`config.mk`:
```
export PLATFORM = sky130hd
export DESIGN_NAME = tmub_select
export DESIGN_NICKNAME = d
export VERILOG_FILES = /design/src/design/tmub_pkg.sv /design/src/design/tmub_select.sv
export SDC_FILE = /design/constraint.sdc
export NUM_CORES = 1
export LEC_CHECK = 0
export BUFFER_PORTS_ARGS = -buffer_cell sky130_fd_sc_hd__buf_2
export CAP_MARGIN = 0
export CORE_UTILIZATION = 50
export DETAILED_ROUTE_END_ITERATION = 6
export GPL_TIMING_DRIVEN = 0
export PLACE_DENSITY = 0.76
export SLEW_MARGIN = 20
export SYNTH_ARGS = -nofsm -noshare
export SYNTH_HDL_FRONTEND = slang
export SYNTH_SLANG_ARGS = --single-unit
```
`constraint.sdc`:
```
create_clock -name clk -period 5.3 [get_ports clk]
set_input_delay 0 -clock clk [delete_from_list [all_inputs] [get_ports clk]]
set_output_delay 0 -clock clk [all_outputs]
set_load 0.01 [all_outputs]
```
`src/design/tmub_pkg.sv`:
```
package tmub_pkg;

  localparam int WIDTH  = 64;
  localparam int PORT_W = 64;
  localparam int CHUNK  = 8;
  localparam int NCHUNK = (WIDTH + CHUNK - 1) / CHUNK;
  localparam int PC_W   = $clog2(CHUNK + 1);
  localparam int CNT_W  = $clog2(WIDTH + 1);

  // Select module popcount and output registers plus the trit stage chain
  localparam int LATENCY = WIDTH + 2;

  typedef struct packed {
    logic [WIDTH-1:0] v;
    logic [WIDTH-1:0] m;
  } tnum_t;

  typedef struct packed {
    logic valid;
    logic bidir;
  } ctl_t;

  // One long-multiplication step: accumulator, shifted multiplicand,
  // remaining multiplier trits (bit 0 is the current trit).
  typedef struct packed {
    ctl_t  ctl;
    tnum_t acc;
    tnum_t sh;
    tnum_t x;
  } st_t;

  function automatic tnum_t tw_add(tnum_t a, tnum_t b);
    logic [WIDTH-1:0] sm;
    logic [WIDTH-1:0] sv;
    logic [WIDTH-1:0] sig;
    logic [WIDTH-1:0] unk;
    tnum_t            r;
    sm  = a.m + b.m;
    sv  = a.v + b.v;
    sig = sm + sv;
    unk = (sig ^ sv) | a.m | b.m;
    r.v = sv & ~unk;
    r.m = unk;
    return r;
  endfunction

  function automatic tnum_t tw_union(tnum_t a, tnum_t b);
    logic [WIDTH-1:0] unk;
    tnum_t            r;
    unk = (a.v ^ b.v) | a.m | b.m;
    r.v = a.v & b.v & ~unk;
    r.m = unk;
    return r;
  endfunction

endpackage

```
`src/design/tmub_select.sv`:
```
module tmub_select (
  input  logic             clk,
  input  logic             rst_n,
  input  tmub_pkg::ctl_t   ctl_i,
  input  tmub_pkg::tnum_t  ab_i,
  input  tmub_pkg::tnum_t  ba_i,
  output logic             valid_o,
  output tmub_pkg::tnum_t  res_o,
  output logic             order_o
);
  import tmub_pkg::*;

  localparam int PAD_W = NCHUNK * CHUNK;

  // stage 1: per-chunk popcounts
  logic [PAD_W-1:0]  ab_pad;
  logic [PAD_W-1:0]  ba_pad;
  logic [PC_W-1:0]   ab_pc_nxt [NCHUNK];
  logic [PC_W-1:0]   ba_pc_nxt [NCHUNK];
  logic [PC_W-1:0]   ab_pc_r   [NCHUNK];
  logic [PC_W-1:0]   ba_pc_r   [NCHUNK];
  ctl_t              ctl_r;
  tnum_t             ab_r;
  tnum_t             ba_r;

  // stage 2: totals, compare, output register
  logic [CNT_W-1:0]  ab_cnt;
  logic [CNT_W-1:0]  ba_cnt;
  logic              take_ba;
  logic              valid_r;
  tnum_t             res_r;
  logic              order_r;

  assign ab_pad = PAD_W'(ab_i.m);
  assign ba_pad = PAD_W'(ba_i.m);

  always_comb begin
    for (int c = 0; c < NCHUNK; c++) begin
      ab_pc_nxt[c] = '0;
      ba_pc_nxt[c] = '0;
      for (int b = 0; b < CHUNK; b++) begin
        ab_pc_nxt[c] = ab_pc_nxt[c] + PC_W'(ab_pad[c*CHUNK+b]);
        ba_pc_nxt[c] = ba_pc_nxt[c] + PC_W'(ba_pad[c*CHUNK+b]);
      end
    end
  end

  always_ff @(posedge clk) begin
    if (!rst_n) begin
      ctl_r <= '0;
    end else begin
      ctl_r <= ctl_i;
    end
  end

  always_ff @(posedge clk) begin
    ab_r    <= ab_i;
    ba_r    <= ba_i;
    ab_pc_r <= ab_pc_nxt;
    ba_pc_r <= ba_pc_nxt;
  end

  always_comb begin
    ab_cnt = '0;
    ba_cnt = '0;
    for (int c = 0; c < NCHUNK; c++) begin
      ab_cnt = ab_cnt + CNT_W'(ab_pc_r[c]);
      ba_cnt = ba_cnt + CNT_W'(ba_pc_r[c]);
    end
    // tie goes to the swapped order
    take_ba = ctl_r.bidir && !(ab_cnt < ba_cnt);
  end

  always_ff @(posedge clk) begin
    if (!rst_n) begin
      valid_r <= 1'b0;
    end else begin
      valid_r <= ctl_r.valid;
    end
  end

  always_ff @(posedge clk) begin
    res_r   <= take_ba ? ba_r : ab_r;
    order_r <= take_ba;
  end

  assign valid_o = valid_r;
  assign res_o   = res_r;
  assign order_o = order_r;

endmodule

```
# Yosys cells after proc, flatten, opt, wreduce, memory -nomap -nowiden
# Cells that the tools add are included.
word_totals:
  ff_bits: 452
  input_bits: 260
  out_inout_bits: 130
  elab_cells: 156
classes:
  n_addsub: 126
  magnitude_cmp: 1
  n_mux: 1
  reduce_logical: 2
op_table:
  columns: ["op", "n"]
  rows:
  - ["$add 4x1->4", 64]
  - ["$mux 128", 1]
  - ["$add 3x1->4", 16]
  - ["$add 7x4->7", 8]
  - ["$add 2x1->3", 16]
  - ["$add 1x1->2", 16]
  - ["$add 6x4->7", 2]
  - ["$add 5x4->6", 2]
  - ["$add 4x4->5", 2]
  - ["$lt 7x7->1", 1]
  - ["$logic_and 1x1->1", 1]
  - ["$logic_not 1->1", 1]

# Longest topological paths before layout
# Gate-level depths: netlist (run 1).
depth:
  ltp_word: 11
  mapped_depth: 19
  depth_no_buf: 17

# Least setup slack after synthesis (run 1)
# Ideal clock, no wire load.
synth_path:
  path_type: "reg-to-reg"
  from: "register ab_pc_r[3] in the netlist's numbering"
  to: "register res_r (netlist bit res_o[100])"
  setup_time_ps: 121
  arrival_time_ps: 4734
  required_time_ps: 5179
  slack_ps: 445
  path_stages_with_launch: 19
  path_buffers: 2
  path_cell_list: "dfxtp_1 -> inv_1 -> fa_1 -> inv_1 -> fa_1 -> fa_1 -> inv_1 -> fa_1 -> inv_1 -> fa_1 -> a21o_1 -> a21o_1 -> ha_1 -> a21oi_1 -> o22ai_1 -> a21oi_2 -> buf_12 -> buf_12 -> mux2_4"
synth_via:
  elab_chain_cells: 5
synth_rtl:
  columns: ["element", "line_no", "source"]
  rows:
  - ["start: declaration", "tmub_select.sv:20", "logic [PC_W-1:0] ab_pc_r [NCHUNK];"]
  - ["start signal: assignment", "tmub_select.sv:59", "ab_pc_r <= ab_pc_nxt;"]
  - ["$add 7x4->7", "tmub_select.sv:67", "ab_cnt = ab_cnt + CNT_W'(ab_pc_r[c]);"]
  - ["$lt 7x7->1", "tmub_select.sv:71", "take_ba = ctl_r.bidir && !(ab_cnt < ba_cnt);"]
  - ["$logic_not 1->1", "tmub_select.sv:71", null]
  - ["$logic_and 1x1->1", "tmub_select.sv:71", null]
  - ["$mux 128", "tmub_select.sv:83", "res_r <= take_ba ? ba_r : ab_r;"]
  - ["end signal: assignment", "tmub_select.sv:83", null]
  - ["end: declaration", "tmub_select.sv:31", "tnum_t res_r;"]
# Every way passes these cells.
# A chain may end at the register's enable or synchronous reset.

# Worst setup path after layout (run 1)
layout_path:
  from: "register ba_pc_r[3] in the netlist's numbering"
  to: "register res_r (netlist bit res_o[114])"
layout_via:
  elab_chain_cells: 5
layout_rtl:
  columns: ["element", "line_no", "source"]
  rows:
  - ["start: declaration", "tmub_select.sv:21", "logic [PC_W-1:0] ba_pc_r [NCHUNK];"]
  - ["start signal: assignment", "tmub_select.sv:60", "ba_pc_r <= ba_pc_nxt;"]
  - ["$add 7x4->7", "tmub_select.sv:68", "ba_cnt = ba_cnt + CNT_W'(ba_pc_r[c]);"]
  - ["$lt 7x7->1", "tmub_select.sv:71", null]
  - ["$logic_not 1->1", "tmub_select.sv:71", null]
  - ["$logic_and 1x1->1", "tmub_select.sv:71", null]
  - ["$mux 128", "tmub_select.sv:83", null]
# Every way passes these cells.

==> impl.org, run 1 <==
** Yosys
- For this run, the register share of the synthesized area comes to 0.580.
- Main flop type after synthesis :: dfxtp_1
- Synthesis produced a netlist with a net count of between 1500 and 2000.
- The synthesized design contains 0 enable-type register cells.
- After synthesis, the largest family of logic cells by area is adder cells.
- In the post-synthesis netlist, the biggest area contributors are dfxtp_1 (58%), fa_1 (14%), mux2_4 (9.6%).
- Share of flip-flops with an asynchronous set or reset :: 0
- The commonest cells after synthesis are dfxtp_1 (452), inv_1 (251), fa_1 (110).
- Simple-gate area share of the yosys netlist :: 0.00907
- The synthesized netlist occupies a cell area of between 15000 and 20000 µm².
- Number of register bits inferred by synthesis :: between 400 and 500
- Of the total synthesized cell area, the portion taken by full adders, half adders and majority gates is 0.196.
- The post-synthesis compound-gate area fraction is 0.0108.
- The Yosys step of the flow raised 0 warnings.
- Synthesis produced roughly 1100 cells.
- Of the post-synthesis cell area, the dominant cell type holds 0.580.
- Largest area contributor in the synthesized netlist :: dfxtp_1
- The netlist uses 21 different library cells.
- XOR/XNOR Fraction of Synth Area :: 0.0112
- Count leader, synth :: dfxtp_1
- Each instance of the synthesized netlist takes up on average between 10 and 15 µm².
- Of the post-synthesis cell area, the part taken by muxes is 0.116.

** Floorplanning
- The die covers 31900 µm².
- In this run the horizontal extent of the chip is 179 µm.
- Starting density of the core :: 0.508
- Total core area :: between 30000 and 40000 µm²
- In this run the count of I/O pins placed on the die edge is between 300 and 400.
- From bottom edge to top edge, the die measures between 150 and 200 µm.
- The floorplan has 64 rows.

** Timing
- Top achievable clock speed :: about 0.19 GHz
- Fraction of the cycle the final worst path needs :: 0.983
- Final max-slew violation count :: 0
- At the pin with the least slew margin, the transition time is 359 ps.
- Relative slew slack :: 0.761
- Final Hold Viols :: 0
- On the final layout, the worst clock skew is about 16 ps.
- Final-report setup violation count :: 0
- Final Critical Period :: between 5000 and 6000 ps
- In the final timing run, aggregate negative setup slack is 0 ps.

** Clocking
- The cell sitting at the root of the clock tree is a clkbuf_16.
- Clock-pin slew was measured on the worst setup and hold paths at roughly 70 ps.
- For this design, the sink count on the clock tree is 452.
- CTS buffer count :: between 40 and 50
- CTS tree :: built
- In this run the deepest clock path goes through 3 buffers.
- The H-tree was split into 2 levels.
- The clock reaches the later pin of the worst-skew pair after between 500 and 600 ps.

** Routing
- DR vias :: roughly 10000
- The routed design uses between 2000 and 3000 µm of met3 wire.
- After detailed routing, the number of vias per cell comes to around 4.5.
- After detailed routing, the met2 layer carries roughly 22000 µm of wire.
- The first detailed-routing pass ran for 4 iterations.
- Detailed-route wire length on metal 1 :: approximately 14000 µm
- Summed over all layers, the routed wires come to just over 40000 µm.
- Count of routing violations after the opening detailed-route iteration :: slightly above 400
- After detailed routing, the number of remaining DRC violations is 0.
- The highest layer touched by signal routing is met4.
- Final antenna-violating net count :: 0
- After detailed routing, the average wire length per cell comes to ~18 µm.

** Placement
- HPWL Detailed :: ~24000 µm
- Number of port buffers :: between 300 and 400
- At the end of routability-driven placement, the weighted congestion stood at between 0.8 and 0.9.

** Critical path
- Data on the critical path is required at its endpoint by between 5000 and 6000 ps.
- By instance count, the cell type seen most on the critical path is fa_1.
- Broken down by cell family, the worst path's largest delay share belongs to adder cells.
- Cell at the slowest stage of the critical path :: fa_1
- Walking the worst path, the cells encountered are inv_1 -> fa_1 -> inv_1 -> fa_1 -> fa_1 -> inv_1 -> fa_1 -> inv_1 -> fa_1 -> a21o_1 -> a21oi_1 -> ha_1 -> a21oi_2 -> o22ai_1 -> a21oi_4 -> buf_4 -> buf_12 -> buf_12 -> mux2_4.
- Start of the worst register-to-register path :: ba_pc_r[3]$_DFF_P_
- Signal arrival time at the worst endpoint :: 5640 ps
- CP max FO :: 10
- CP startpoint :: ba_pc_r[3]$_DFF_P_
- In this design, the stage delay of the slowest critical-path cell is 550 ps.
- Worst reg2reg setup slack :: roughly 89 ps
- The worst setup path is captured at a flop.
- The critical path contains buffers and inverters numbering 7 combined.
- Type of element launching the critical path :: flop
- The worst setup path is of the flop to flop kind.

** Global routing
- Via count of the first global-routing pass :: 11500
- The first global-routing pass estimated 60700 µm of wire.
- The total overflow left after global routing is 0.
- Entering global routing, the biggest net connects 16 pins.
- Number of antenna violations at the first check in global routing :: 4
- In the global route stage, overall resource usage came out at 0.254.

** Finish
- After the last flow step, the layout net total stands at roughly 2200.
- Relative to the synthesized area, the layout overhead comes to 42.6%.
- Fraction of layout cells with a size suffix above 1 :: 0.332
- Number of inserted filler cells in the final layout :: roughly 1900

** Min path
- The path class of the tightest hold or removal check is input pin to flop.
- Hold path startpoint :: ab_i[124]

** Outcome
- The flow ran to the end, and the final reports show no timing, DRC or antenna violations.

** Job
- Max Cap Viol :: 0
[worst paths after layout]
check	endpoint	cells past startpoint
min	ab_r[124]$_DFF_P_	2
max reg2reg	res_o[114]$_DFF_P_	19
min reg2reg	res_o[39]$_DFF_P_	1
max	res_o[114]$_DFF_P_	19
[cells by family after synthesis]
family          Yosys count
flops                   452
buf+inv                 265
fa+ha+maj               178
mux                     128
compound gates           30
simple gates             24
xor+xnor                 20
[per-layer routing]
metal	GRT usage	vias up
met5	0	-
met4	0.130	0
met3	0.0620	120
met2	0.479	377
met1	0.257	4816
li1	-	4725
[cell type report]
class	instances	area, µm²	share of cell area
inverters	251	942	0.0424
flip-flops and latches	452	9050	0.407
well taps	396	495	0.0223
plain buffers	14	254	0.0114
clock inverters	20	279	0.0125
multi-input cells	380	5370	0.241
clock buffers	59	1220	0.0548
repair buffers	656	4620	0.208
diodes	5	12.5	0.000563
[registers in the layout (all words and copies together) (netlist names)]
| register | cells |
|---|---|
| order_o | 1 |
| ba_r | 128 |
| res_o | 128 |
| ba_pc_r | 32 |
| ab_r | 128 |
| ctl_r | 2 |
| valid_o | 1 |
| ab_pc_r | 32 |
[cell usage in the layout, fill, tap and decap left out, types with 2 or more instances in the layout]
cell type | netlist | layout
clkbuf_1 | 0 | 10
fa_1 | 110 | 109
dfxtp_1 | 452 | 452
and2_1 | 3 | 3
xor2_1 | 14 | 14
mux2_4 | 100 | 100
clkinv_2 | 0 | 7
inv_1 | 251 | 251
a21o_1 | 5 | 5
buf_2 | 0 | 389
a21oi_1 | 22 | 21
xnor2_1 | 6 | 6
clkinvlp_4 | 0 | 4
clkbuf_8 | 0 | 4
nand2_1 | 2 | 2
diode_2 | 0 | 5
buf_12 | 11 | 11
clkbuf_16 | 0 | 46
mux2_2 | 28 | 28
dlygate4sd3_1 | 0 | 261
ha_1 | 68 | 68
buf_4 | 1 | 6
bufinv_16 | 0 | 5
nor2b_1 | 17 | 17
[what timing repair did]
| action | CTS | global route |
|---|---|---|
| resized for setup | 0 | 4 |
| setup endpoints to repair | 0 | 120 |
| setup buffers | 0 | 5 |
| hold endpoints to repair | 302 | 0 |
| hold buffers | 261 | 0 |
[through the flow]
stage / area [µm²] / instances / util / worst slack (ps) / hold WS, ps
2_1_floorplan: 15600 / 1097 / - / 445 / 27.7
3_3_place_gp: 18000 / 1882 / 0.588 / 59.6 / 103
3_5_place_dp: 18000 / 1882 / 0.588 / 87.0 / 104
4_1_cts: 22100 / 2222 / 0.722 / 56.2 / 53.2
5_1_grt: 22200 / 2232 / 0.725 / -137 / 78.9
6_report: 22200 / 2233 / 0.725 / 89.4 / 89.0
[worst register-to-register path, cell delays in order, from the launching register on]
cell and delay [ps]:
dfxtp_1 320, inv_1 60, fa_1 540, inv_1 80, fa_1 510, fa_1 550, inv_1 60, fa_1 540
inv_1 70, fa_1 450, a21o_1 190, a21oi_1 160, ha_1 270, a21oi_2 160, o22ai_1 150, a21oi_4 170
buf_4 160, buf_12 160, buf_12 170, mux2_4 330
Power of run 1 is left out: the tool's default activity adds up to more than one toggle a clock period on the data nets, which glitch-free logic cannot reach.
==> run 2: changes to the inputs <==
--- a/config.mk
+++ b/config.mk
@@ -8,6 +8,7 @@
 export BUFFER_PORTS_ARGS = -buffer_cell sky130_fd_sc_hd__buf_2
 export CAP_MARGIN = 0
 export CORE_UTILIZATION = 50
+export CTS_BUF_LIST = sky130_fd_sc_hd__clkbuf_16
 export DETAILED_ROUTE_END_ITERATION = 6
 export GPL_TIMING_DRIVEN = 0
 export PLACE_DENSITY = 0.76
==> impl.org, run 2 (synthesis gave the netlist of run 1 again) <==
** Job
- Max Cap Viol :: 0

** Placement
- Routability-driven placement finished with a final weighted congestion of 0.841.
- Number of port buffers :: 389
- After legalization and detailed placement, the total HPWL measured 23600 µm.
- Timing analysis after detailed placement gives a worst setup slack of a little under 90 ps.

** Critical path
- Data arrives at the worst endpoint at between 5000 and 6000 ps.
- Cell at the slowest stage of the critical path :: fa_1
- The setup path with the least slack is of type flop to flop.
- STA classifies the critical path startpoint as a flop.
- Traced cell by cell, the critical path runs through inv_1 -> fa_1 -> inv_1 -> fa_1 -> fa_1 -> fa_1 -> ha_1 -> fa_1 -> a21o_1 -> a21oi_1 -> ha_1 -> a21oi_2 -> o22ai_1 -> a21oi_4 -> buf_4 -> buf_12 -> buf_12 -> mux2_4.
- Required @ worst endpoint :: between 5000 and 6000 ps
- CP max FO :: 10
- On the worst path, the slowest cell contributes a delay of around 540 ps.
- Endpoint kind of the worst setup timing path :: flop
- Library cell appearing most often on the critical path :: fa_1

** Finish
- Final Net Count :: 2238
- Fraction of layout cells with a size suffix above 1 :: 0.330
- The library cell used most frequently in the layout, excluding fill and tap cells, is dfxtp_1.
- Most frequent cells in the layout :: dfxtp_1 (452), buf_2 (389), inv_1 (261), dlygate4sd3_1 (261), fa_1 (109)
- Counting the fill cells in the layout gives about 1900.
- Area growth syn-to-layout :: 42.3%
- In the final layout, the multi-input gates occupy approximately 5400 µm².
- The sequential cells in the finished layout cover a total of around 9000 µm².

** Routing
- DR vias :: ~10000
- Before antenna repair, the detailed router went through 4 iterations.
- Count of routing violations after the opening detailed-route iteration :: between 300 and 400
- Detailed-route wire length :: between 40000 and 50000 µm
- DRC violation count after routing :: 0
- In the final routed layout, each cell accounts on average for ~19 µm.
- Final antenna-violating net count :: 0
- Average vias per placed instance :: approximately 4.5

** Clocking
- The clock reaches the later pin of the worst-skew pair after about 550 ps.
- The clock passes through at most 3 buffers.
- Clock-pin slew was measured on the worst setup and hold paths at about 70 ps.
- The number of clock buffers added by TritonCTS is 45.
- The clock drives ~450 sinks.
- Cell at the root of the clock tree :: clkbuf_16
- TritonCTS built the clock tree.
- The H-tree generated during clock tree synthesis spans 2 levels.

** Timing
- For the finished layout, the period the worst path requires is 5210 ps.
- Worst hold-check slack :: between 80 and 90 ps
- Relative slew slack :: 0.762
- Final Hold Viols :: 0
- Worst-margin pin slew :: around 360 ps
- Once routing completed, OpenROAD measured the worst setup slack at around 85 ps.
- Final max-slew violation count :: 0
- Setup violations remaining at the end of the flow were counted as 0.
- Static timing analysis puts the maximum clock frequency at roughly 0.19 GHz.
- Of the available clock period, the critical path in the final layout requires 0.984.
- Final clock skew :: ~23 ps

** Outcome
- The run finished with clean final reports.

** Global routing
- Entering global routing, the biggest net connects 16 pins.
- The via count of the first global-routing pass came to approximately 12000.
- The total overflow left after global routing is 0.
- In the global route stage, overall resource usage came out at 0.259.
- The initial antenna violation count came to 2.
- The first global-routing pass estimated between 60000 and 70000 µm of wire.

** Min path
- Worst hold-check path type :: input pin to flop

** Floorplanning
- The initialized floorplan defines 64 standard-cell rows.
- Die extent in y :: 179 µm
- Die span in x :: 179 µm
- During I/O placement, the number of pins put on the boundary was around 400.
- The die covers 31900 µm².
- The total area inside the core boundary comes to about 30000 µm².
- Starting density of the core :: 0.508
## run 2: cell types whose count changed in the layout (fill, tap and decap cells not counted)
cell | before | now
clkbuf_8 | 4 | 0
inv_1 | 251 | 261
diode_2 | 5 | 3
clkbuf_1 | 10 | 0
clkinv_1 | 0 | 4
## run 2: layout make-up
type,count,share of cell area
sequential,452,0.408
clock inverter,34,0.0149
inverter,251,0.0424
clock buffer,45,0.0507
timing repair buffer,656,0.208
multi-input combinational,380,0.242
antenna,3,0.000338
buffer,14,0.0114
tap,396,0.0223
## run 2: routing by layer
metal,global-route usage,part of all wire,routed length [µm],up-vias
met5,0,0,0,-
met4,0.124,0.043,1800,0
met3,0.0622,0.067,2760,118
met2,0.488,0.54,22200,386
met1,0.265,0.36,14700,4881
li1,-,-,-,4716
## run 2: final timing paths
kind,from,endpoint,slack [ps],cells after the start
setup / recovery,ba_pc_r[2]$_DFF_P_,res_o[64]$_DFF_P_,90,18
setup reg to reg,ba_pc_r[2]$_DFF_P_,res_o[64]$_DFF_P_,90,18
hold reg to reg,ab_r[39]$_DFF_P_,res_o[39]$_DFF_P_,450,1
hold / removal,ba_i[120],ba_r[120]$_DFF_P_,90,2
## run 2: through the flow
step                       util  setup TNS [ps]  instance area, µm²  cells
final                     0.724               0               22200   2231
after global routing      0.724          -10890               22200   2230
after CTS                 0.721               0               22100   2222
after detailed placement  0.588               0               18000   1882
after global placement    0.588               0               18000   1882
after floorplan               -               0               15600   1097
## run 2: timing repair
item                                    in CTS  in global routing
hold endpoints to repair                   302                  0
hold buffers                               261                  0
gates resized for setup                      0                  4
buffers inserted                             0                  5
endpoints found under the setup margin       0                120
## run 2: critical path: cells and delay by family (launching register included)
family	cells	cell delay, ps
DFF	1	340
muxes	1	320
buffers and inverters	5	610
adders and majority gates	7	2980
AOI/OAI and AO/OA	5	810
Power of run 2 is left out for the same reason.
